==> config.mk <==
export PLATFORM = sky130hd
export DESIGN_NAME = refresh_packet_queue
export DESIGN_NICKNAME = d
export VERILOG_FILES = /design/src/hdl/rpq_pkg.sv /design/src/hdl/rpq_ctrl.sv /design/src/hdl/rpq_datapath.sv /design/src/hdl/refresh_packet_queue.sv
export SDC_FILE = /design/constraint.sdc
export NUM_CORES = 2
export LEC_CHECK = 0
export BUFFER_PORTS_ARGS = -buffer_cell sky130_fd_sc_hd__buf_2
export CORE_MARGIN = 5
export CORE_UTILIZATION = 60
export DETAILED_ROUTE_END_ITERATION = 12
export GPL_TIMING_DRIVEN = 0
export PLACE_DENSITY = 0.86
export RECOVER_POWER = 100
export SETUP_SLACK_MARGIN = 0.4
export SLEW_MARGIN = 20
export SYNTH_ARGS = -nofsm -noshare
export SYNTH_HDL_FRONTEND = slang
export SYNTH_HIERARCHICAL = 1
export SYNTH_SLANG_ARGS = --single-unit
==> constraint.sdc <==
create_clock -name clk -period 10.9 [get_ports clk]
set_clock_uncertainty 0.05 [all_clocks]
set_input_delay 0.545 -clock clk [delete_from_list [all_inputs] [get_ports clk]]
set_output_delay 0.545 -clock clk [all_outputs]
set_load 0.02 [all_outputs]
==> src/hdl/rpq_pkg.sv <==
// Package for the refresh packet queue: request codes, packet layouts,
// controller states and the command/status structs. No dependencies.
package rpq_pkg;

  localparam int QUEUE_DEPTH_DEF = 16;
  localparam int MAX_PAYLOAD_BYTES_DEF = 6;

  typedef enum logic [1:0] {
    REQ_INSERT = 2'd0,
    REQ_READ   = 2'd1,
    REQ_FORGET = 2'd2,
    REQ_CLEAR  = 2'd3
  } req_t;

  typedef struct packed {
    logic [1:0]  req_type;
    logic [13:0] address;
    logic [7:0]  kind;
    logic        high_priority;
    logic        continuous;
    logic [6:0]  rpt_count;
    logic [2:0]  payload_size;
    logic [47:0] payload;
  } in_item_t;

  typedef struct packed {
    logic        ok;
    logic        full_flag;
    logic [13:0] out_address;
    logic [7:0]  out_kind;
    logic        out_high_priority;
    logic        out_continuous;
    logic [6:0]  out_repeat_count;
    logic [2:0]  out_payload_size;
    logic [47:0] out_payload;
  } out_item_t;

  // Stored packet without payload; key is address and kind.
  typedef struct packed {
    logic [2:0]  size;
    logic [6:0]  count;
    logic        cont;
    logic        prio;
    logic [7:0]  kind;
    logic [13:0] address;
  } hdr_t;

  typedef enum logic [3:0] {
    ST_IDLE,
    ST_SEARCH,
    ST_REMOVE,
    ST_PLACE,
    ST_SHIFT_UP,
    ST_WRITE,
    ST_READ_FRONT,
    ST_DONE
  } state_t;

  // Commands from controller to datapath.
  typedef struct packed {
    logic latch_in;     // capture request
    logic scan_clear;   // scan index to zero
    logic scan_step;    // advance scan index, read next slot
    logic rm_begin;     // read slot idx+1 ahead of a removal sweep
    logic rm_step;      // copy slot idx+1 to idx, advance
    logic rm_done;      // count minus one
    logic up_step;      // copy slot idx-1 to idx, step down
    logic up_begin;     // index to count
    logic write_slot;   // write work packet at index, count plus one
    logic pick_front;   // index to zero (for front placement)
    logic pick_back;    // index to count
    logic take_front;   // load slot 0 as work packet, form result
    logic set_full;
    logic clr_full;
    logic set_ok;
    logic clear_all;
    logic emit;
  } dp_cmd_t;

  // Status back to the controller.
  typedef struct packed {
    logic   match;      // slot at scan index matches key
    logic   scan_end;   // scan index reached count
    logic   rm_end;     // index+1 reached count
    logic   up_end;     // index is zero
    logic   full;       // count equals depth
    logic   empty;
    logic   requeue;    // front packet goes back in
    logic   requeue_front;
    logic   work_prio;
    req_t   req;
  } dp_stat_t;

endpackage

==> src/hdl/rpq_ctrl.sv <==
// Controller for the refresh packet queue: sequences search, removal,
// placement and read. Depends on rpq_pkg.
module rpq_ctrl (
  input  logic              clk,
  input  logic              rst_n,
  input  logic              start,
  output logic              busy,
  input  rpq_pkg::dp_stat_t stat,
  output rpq_pkg::dp_cmd_t  cmd
);

  rpq_pkg::state_t state_r, state_nxt;
  logic            read_r, read_nxt;  // placement is a read requeue

  always_ff @(posedge clk) begin
    if (!rst_n) begin
      state_r <= rpq_pkg::ST_IDLE;
      read_r  <= 1'b0;
    end else begin
      state_r <= state_nxt;
      read_r  <= read_nxt;
    end
  end

  assign busy = (state_r != rpq_pkg::ST_IDLE);

  always_comb begin
    state_nxt = state_r;
    read_nxt  = read_r;
    cmd       = '0;
    case (state_r)
      rpq_pkg::ST_IDLE: begin
        if (start) begin
          cmd.latch_in   = 1'b1;
          cmd.scan_clear = 1'b1;
          read_nxt       = 1'b0;
          state_nxt      = rpq_pkg::ST_SEARCH;
        end
      end
      rpq_pkg::ST_SEARCH: begin
        case (stat.req)
          rpq_pkg::REQ_CLEAR: begin
            cmd.clear_all = 1'b1;
            state_nxt     = rpq_pkg::ST_DONE;
          end
          rpq_pkg::REQ_READ: begin
            if (stat.empty) begin
              state_nxt = rpq_pkg::ST_DONE;
            end else begin
              cmd.take_front = 1'b1;
              cmd.set_ok     = 1'b1;
              state_nxt      = rpq_pkg::ST_READ_FRONT;
            end
          end
          default: begin
            if (stat.scan_end) begin
              if (stat.req == rpq_pkg::REQ_INSERT) begin
                state_nxt = rpq_pkg::ST_PLACE;
              end else begin
                state_nxt = rpq_pkg::ST_DONE;
              end
            end else if (stat.match) begin
              if (stat.req == rpq_pkg::REQ_FORGET) begin
                cmd.clr_full = 1'b1;
                cmd.set_ok   = 1'b1;
              end
              cmd.rm_begin = 1'b1;
              state_nxt    = rpq_pkg::ST_REMOVE;
            end else begin
              cmd.scan_step = 1'b1;
            end
          end
        endcase
      end
      rpq_pkg::ST_READ_FRONT: begin
        // Front slot is being removed: fetch slot 1, then shift down from index 0.
        cmd.rm_begin = 1'b1;
        read_nxt     = 1'b1;
        state_nxt    = rpq_pkg::ST_REMOVE;
      end
      rpq_pkg::ST_REMOVE: begin
        if (stat.rm_end) begin
          cmd.rm_done = 1'b1;
          if (stat.req == rpq_pkg::REQ_FORGET) begin
            state_nxt = rpq_pkg::ST_DONE;
          end else if (read_r && !stat.requeue) begin
            state_nxt = rpq_pkg::ST_DONE;
          end else begin
            state_nxt = rpq_pkg::ST_PLACE;
          end
        end else begin
          cmd.rm_step = 1'b1;
        end
      end
      rpq_pkg::ST_PLACE: begin
        if (stat.full) begin
          cmd.set_full = 1'b1;
          state_nxt    = rpq_pkg::ST_DONE;
        end else if (read_r ? stat.requeue_front : stat.work_prio) begin
          cmd.up_begin = 1'b1;
          state_nxt    = rpq_pkg::ST_SHIFT_UP;
        end else begin
          cmd.pick_back = 1'b1;
          state_nxt     = rpq_pkg::ST_WRITE;
        end
      end
      rpq_pkg::ST_SHIFT_UP: begin
        if (stat.up_end) begin
          cmd.pick_front = 1'b1;
          state_nxt      = rpq_pkg::ST_WRITE;
        end else begin
          cmd.up_step = 1'b1;
        end
      end
      rpq_pkg::ST_WRITE: begin
        cmd.write_slot = 1'b1;
        if (!read_r) cmd.set_ok = 1'b1;
        state_nxt = rpq_pkg::ST_DONE;
      end
      rpq_pkg::ST_DONE: begin
        cmd.emit  = 1'b1;
        state_nxt = rpq_pkg::ST_IDLE;
      end
      default: state_nxt = rpq_pkg::ST_IDLE;
    endcase
  end

  // A result strobe only follows a busy period.
  a_emit_busy: assert property (@(posedge clk) disable iff (!rst_n)
    cmd.emit |-> busy) else $error("emit while idle");
  a_start_leaves_idle: assert property (@(posedge clk) disable iff (!rst_n)
    (start && !busy) |=> busy) else $error("accepted request not started");
  a_write_not_full: assert property (@(posedge clk) disable iff (!rst_n)
    cmd.write_slot |-> !stat.full) else $error("write into full queue");

endmodule

==> src/hdl/rpq_datapath.sv <==
// Datapath for the refresh packet queue: packet memory, count, scan index,
// work packet and result register. Depends on rpq_pkg.
module rpq_datapath #(
  parameter int QUEUE_DEPTH       = rpq_pkg::QUEUE_DEPTH_DEF,
  parameter int MAX_PAYLOAD_BYTES = rpq_pkg::MAX_PAYLOAD_BYTES_DEF
) (
  input  logic                 clk,
  input  logic                 rst_n,
  input  rpq_pkg::in_item_t    in_item,
  input  rpq_pkg::dp_cmd_t     cmd,
  output rpq_pkg::dp_stat_t    stat,
  output logic                 out_valid,
  output rpq_pkg::out_item_t   out_item
);

  localparam int IW = (QUEUE_DEPTH > 1) ? $clog2(QUEUE_DEPTH) : 1;
  localparam int CW = $clog2(QUEUE_DEPTH + 1);
  // The size field cannot exceed 7, so a larger byte limit never saturates.
  localparam int SIZE_CAP = (MAX_PAYLOAD_BYTES > 7) ? 7 : MAX_PAYLOAD_BYTES;
  localparam logic [2:0] MAX_SIZE = 3'(SIZE_CAP);

  typedef struct packed {
    rpq_pkg::hdr_t hdr;
    logic [47:0]   pay;
  } pkt_t;

  pkt_t          mem [QUEUE_DEPTH];
  pkt_t          rd_r;          // registered read of slot idx
  logic [CW-1:0] count_r;
  logic [CW-1:0] idx_r, idx_nxt;
  pkt_t          work_r;
  logic [21:0]   key_r;
  rpq_pkg::req_t req_r;
  logic          full_r, ok_r;
  rpq_pkg::out_item_t res_r;
  logic          valid_r;
  logic          rd_ok_r;       // rd_r holds slot idx_r
  logic          rqc_r;         // front packet had cont set or a count above zero
  logic [CW-1:0] rd_addr;
  logic [2:0]    size_sat;
  logic [47:0]   pay_mask;
  rpq_pkg::hdr_t fhdr;

  always_comb begin
    size_sat = (in_item.payload_size > MAX_SIZE) ? MAX_SIZE : in_item.payload_size;
    pay_mask = '0;
    for (int b = 0; b < 6; b++) begin
      if (3'(b) < size_sat && b < MAX_PAYLOAD_BYTES) pay_mask[b*8 +: 8] = 8'hFF;
    end
  end

  // Address of the memory read issued this cycle.
  always_comb begin
    idx_nxt = idx_r;
    if (cmd.scan_clear) idx_nxt = '0;
    else if (cmd.scan_step || cmd.rm_step) idx_nxt = idx_r + 1'b1;
    else if (cmd.up_begin) idx_nxt = count_r;
    else if (cmd.up_step) idx_nxt = idx_r - 1'b1;
    else if (cmd.pick_front) idx_nxt = '0;
    else if (cmd.pick_back) idx_nxt = count_r;
    rd_addr = idx_nxt;
    if (cmd.rm_begin || cmd.rm_step) rd_addr = idx_nxt + 1'b1;
    if (cmd.up_begin || cmd.up_step) rd_addr = idx_nxt - 1'b1;
  end

  // Memory: one write, one registered read per cycle.
  always_ff @(posedge clk) begin
    rd_r <= mem[rd_addr[IW-1:0]];
    if (cmd.write_slot) mem[idx_r[IW-1:0]] <= work_r;
    else if (cmd.rm_step) mem[idx_r[IW-1:0]] <= rd_r;
    else if (cmd.up_step) mem[idx_r[IW-1:0]] <= rd_r;
  end

  // Status read data for the following cycle: during a removal sweep rd_r
  // holds slot idx+1; during a shift-up it holds slot idx-1.
  always_ff @(posedge clk) begin
    if (!rst_n) begin
      count_r <= '0;
      idx_r   <= '0;
      full_r  <= 1'b0;
      ok_r    <= 1'b0;
      valid_r <= 1'b0;
      rd_ok_r <= 1'b0;
      req_r   <= rpq_pkg::REQ_INSERT;
    end else begin
      idx_r   <= idx_nxt;
      valid_r <= cmd.emit;
      rd_ok_r <= cmd.scan_clear || cmd.scan_step;
      if (cmd.latch_in) begin
        req_r <= rpq_pkg::req_t'(in_item.req_type);
        ok_r  <= 1'b0;
      end
      if (cmd.set_ok) ok_r <= 1'b1;
      if (cmd.set_full) full_r <= 1'b1;
      if (cmd.clr_full) full_r <= 1'b0;
      if (cmd.clear_all) count_r <= '0;
      else if (cmd.rm_done) count_r <= count_r - 1'b1;
      else if (cmd.write_slot) count_r <= count_r + 1'b1;
    end
  end

  // Front packet after read: decrement a finite count.
  always_comb begin
    fhdr = rd_r.hdr;
    if (!rd_r.hdr.cont && rd_r.hdr.count != '0) fhdr.count = rd_r.hdr.count - 1'b1;
  end

  always_ff @(posedge clk) begin
    if (cmd.latch_in) begin
      key_r             <= {in_item.kind, in_item.address};
      work_r.hdr.address <= in_item.address;
      work_r.hdr.kind    <= in_item.kind;
      work_r.hdr.prio    <= in_item.high_priority;
      work_r.hdr.cont    <= in_item.continuous;
      work_r.hdr.count   <= in_item.rpt_count;
      work_r.hdr.size    <= size_sat;
      work_r.pay         <= in_item.payload & pay_mask;
      res_r              <= '0;
    end else if (cmd.take_front) begin
      work_r.hdr <= fhdr;
      work_r.pay <= rd_r.pay;
      res_r.out_address       <= fhdr.address;
      res_r.out_kind          <= fhdr.kind;
      res_r.out_high_priority <= fhdr.prio;
      res_r.out_continuous    <= fhdr.cont;
      res_r.out_repeat_count  <= fhdr.count;
      res_r.out_payload_size  <= fhdr.size;
      res_r.out_payload       <= rd_r.pay;
    end
  end

  always_ff @(posedge clk) begin
    if (cmd.take_front) rqc_r <= rd_r.hdr.cont || (rd_r.hdr.count != '0);
  end

  assign stat.match    = rd_ok_r && (idx_r < count_r) &&
                         ({rd_r.hdr.kind, rd_r.hdr.address} == key_r);
  assign stat.scan_end = rd_ok_r && (idx_r >= count_r);
  assign stat.rm_end   = (CW'(idx_r + 1'b1) >= count_r);
  assign stat.up_end   = (idx_r == '0);
  assign stat.full     = (count_r == CW'(QUEUE_DEPTH));
  assign stat.empty    = (count_r == '0);
  assign stat.requeue  = rqc_r;
  assign stat.requeue_front = !work_r.hdr.cont && work_r.hdr.prio;
  assign stat.work_prio     = work_r.hdr.prio;
  assign stat.req           = req_r;

  assign out_valid = valid_r;
  always_comb begin
    out_item           = res_r;
    out_item.ok        = ok_r;
    out_item.full_flag = full_r;
  end

  a_count_bound: assert property (@(posedge clk) disable iff (!rst_n)
    count_r <= CW'(QUEUE_DEPTH)) else $error("count above depth");
  a_no_wrap_remove: assert property (@(posedge clk) disable iff (!rst_n)
    cmd.rm_done |-> count_r != '0) else $error("remove from empty queue");
  a_full_sticky: assert property (@(posedge clk) disable iff (!rst_n)
    cmd.set_full |=> full_r) else $error("full flag not set");

endmodule

==> src/hdl/refresh_packet_queue.sv <==
// Top level of the refresh packet queue: controller plus datapath.
// Search, removal and front insertion sweep the memory one slot per cycle.
// One transaction at a time; busy is high until the result strobe.
// Synchronous active-low reset empties the queue and clears the full flag.
// The result is shown for one cycle on out_valid; the receiver cannot stall.
module refresh_packet_queue #(
  parameter int QUEUE_DEPTH       = rpq_pkg::QUEUE_DEPTH_DEF,
  parameter int MAX_PAYLOAD_BYTES = rpq_pkg::MAX_PAYLOAD_BYTES_DEF
) (
  input  logic               clk,
  input  logic               rst_n,
  input  logic               start,
  output logic               busy,
  input  rpq_pkg::in_item_t  in_item,
  output logic               out_valid,
  output rpq_pkg::out_item_t out_item
);

  rpq_pkg::dp_cmd_t  cmd;
  rpq_pkg::dp_stat_t stat;

  rpq_ctrl u_ctrl (
    .clk   (clk),
    .rst_n (rst_n),
    .start (start),
    .busy  (busy),
    .stat  (stat),
    .cmd   (cmd)
  );

  rpq_datapath #(
    .QUEUE_DEPTH       (QUEUE_DEPTH),
    .MAX_PAYLOAD_BYTES (MAX_PAYLOAD_BYTES)
  ) u_dp (
    .clk       (clk),
    .rst_n     (rst_n),
    .in_item   (in_item),
    .cmd       (cmd),
    .stat      (stat),
    .out_valid (out_valid),
    .out_item  (out_item)
  );

endmodule

==> metrics.txt <==
DR vias/cell=7.02; worst-margin pin slew=3450 ps; dpl cell area=67600 um2; root buf cell=clkbuf_16; Critical Path Start Type=flip-flop; Worst-path clk slew=60 ps; failing checks=max-capacitance violations, max-slew violations; TritonCTS clock tree=done; Total Routing Usage GR=0.331; initial antenna violation count=6; Final Setup Violations=0; Yosys reg bits=1601; core area=104000 um2; multiplexer share of the synthesized area=0.192; Ports=173; syn nets=3417; Port-buffer cells=172; adder-cell share of the synthesized area=0.00450; die area=111000 um2; max-cap violation count=81; RSZ-0062 raised after global routing=false; GRT Residual Overflow=0; vias in the first global route=37.7k; aggregate routed wire length=186000 um; routed wire length per instance=35.2 um; WP data arrival=9860 ps; fillers=5856; fmax=104 MHz; fin area=70900 um2; worst-path fanout max=41; synthesized area=62800 um2; largest net degree at the start of global routing=42; DP HPWL=107000 um; post-synthesis simple-gate area fraction=0.0245; required time worst endpoint=11140 ps; Critical Setup Path Class=flip-flop to flip-flop; run status=finished, violations left; clk sinks=1601; CTS buffer count=147; Final Max Tran Viols=1303; CTS Buffer Depth=3; layout cells sized above 1=0.171; DRC viols=0; Synth Warn #=6; Final Hold Fails=0; HP Class=input pin to flip-flop; first-pass GRT wire length=265000 um; Synth Area in Compound Gates=0.0164; Area Overhead vs Synth=12.9%; NumNets Final=3887; Post-CTS Resized=0; # rows=118; DR pass1 iterations=8; EDFF count, synth=1417; Post-Synthesis Cells=3308; Period minus WS final=9620 ps; dominant synthesized flop cell=edfxtp_1; Critical Path Sink Type=flip-flop; Initial Util=0.605; Routed Antenna Nets=0; syn_area_per_cell=19.0 um2; largest family of logic cells by synthesized area=multiplexers; CTS HTree Levels=4; Yosys top cell area share=0.678; Post-Synth XOR/XNOR Area=0.00586; most area-hungry cell type in the Yosys netlist=edfxtp_1; Die H=333 um; vias=37.1k; Synth area leaders=edfxtp_1 (68%), mux2i_1 (9.3%), mux4_2 (8.8%), dfxtp_1 (5.9%), mux2_2 (1.1%); commonest cells after routing, fill and taps aside=edfxtp_1 (1417), mux2i_1 (584), clkbuf_1 (332); Die X-Extent=333 um; later-pin clock latency in the skew report=770 ps; Cell variety after synth=68; ys async rst share=0; commonest non-fill, non-tap cell in the layout=edfxtp_1; final cycle utilization of the critical path=0.883; gpl congestion=0.863; Max transition margin=-1.30; register area share after synthesis=0.736; drt initial violations=6174
cell type report:
cell class	instances	area (um2)	area share
sequential	1601	46200	0.652
multi-input combinational	1461	15300	0.216
inverter	72	270	0.00381
buffer	174	995	0.0140
clock buffer	202	4130	0.0583
antenna	3	7.51	0.000106
timing repair buffer	321	1440	0.0204
clock inverter	67	767	0.0108
tap	1380	1730	0.0244
synthesized netlist by cell type (all sizes together), types with 7 or more instances:
| library cell | n |
|---|---|
| xor2 | 26 |
| mux4 | 245 |
| mux2i | 584 |
| nand2 | 117 |
| inv | 72 |
| clkbuf | 46 |
| or2 | 7 |
| nor2 | 130 |
| a21oi | 18 |
| dfxtp | 184 |
| and2 | 7 |
| nor4 | 8 |
| nor3 | 9 |
| xnor2 | 13 |
| and3 | 8 |
| mux2 | 61 |
| nor2b | 11 |
| o21ai | 93 |
| nand3 | 12 |
| buf | 128 |
| ha | 21 |
| o22ai | 17 |
| edfxtp | 1417 |
metal layers:
metal	wire length, um	GRT usage	vias to the layer above
met2	86300	0.524	3897
met3	26200	0.0875	1089
li1	-	-	13968
met5	27	0	-
met1	56800	0.406	18111
met4	16700	0.220	4
cells by family after synthesis:
kind of cell | after synthesis
flops | 1601
mux | 890
simple gates | 338
buf+inv | 246
compound gates | 172
xor+xnor | 39
fa+ha+maj | 22
state kept, by name, summed over array words and instances, names as in the netlist:
| register | count |
|---|---|
| u_dp/stat | 1 |
| u_dp/req_r | 2 |
| u_dp/mem | 1312 |
| u_dp/out_valid | 1 |
| u_dp/ok_r | 1 |
| u_dp/out_item | 82 |
| u_dp/count_r | 5 |
| u_dp/idx_r | 5 |
| u_ctrl/state_r | 3 |
| u_dp/work_r | 81 |
| u_dp/fhdr | 27 |
| u_dp/rd_r | 55 |
| u_dp/full_r | 1 |
| u_ctrl/read_r | 1 |
| u_dp/rd_ok_r | 1 |
| u_dp/key_r | 22 |
| u_dp/rqc_r | 1 |
final timing paths:
kind | startpoint | endpoint | slack, ps | cells past startpoint
worst max register to register | u_ctrl/state_r[1] | u_dp/work_r[26] | 1280 | 10
worst min-delay path | in_item[82] | u_dp/req_r[0] | 20 | 3
worst min register to register | u_dp/out_item[4] | u_dp/out_item[4] | 440 | 2
worst max-delay path | u_ctrl/state_r[1] | u_dp/work_r[26] | 1280 | 10
critical path, stage by stage, from the launching register on:
cell	delay (ps)
dfxtp_1	300
clkbuf_1	220
clkbuf_1	290
or3_1	400
nor2_1	480
clkbuf_1	1340
clkbuf_1	840
clkbuf_1	810
clkbuf_1	1270
or2_0	570
clkbuf_1	2460
stage by stage:
step                utilization  setup slack (ps)  cells  TNS (ps)  hold slack [ps]
floorplan                     -              2240   3308         0              414
global placement          0.630             -4840   4860  -1911820              419
detailed placement        0.651              3990   4984         0              426
CTS                       0.701              3620   5278         0            0.396
global route              0.683              1440   5278         0             33.5
finish                    0.683              1280   5281         0             21.5
timing repair:
action,CTS,global route
setup buffers,0,0
endpoints found under the hold margin,25,0
hold buffers,25,0
Power is left out: the tool's default activity adds up to more than one toggle a clock period on the data nets, which glitch-free logic cannot reach.
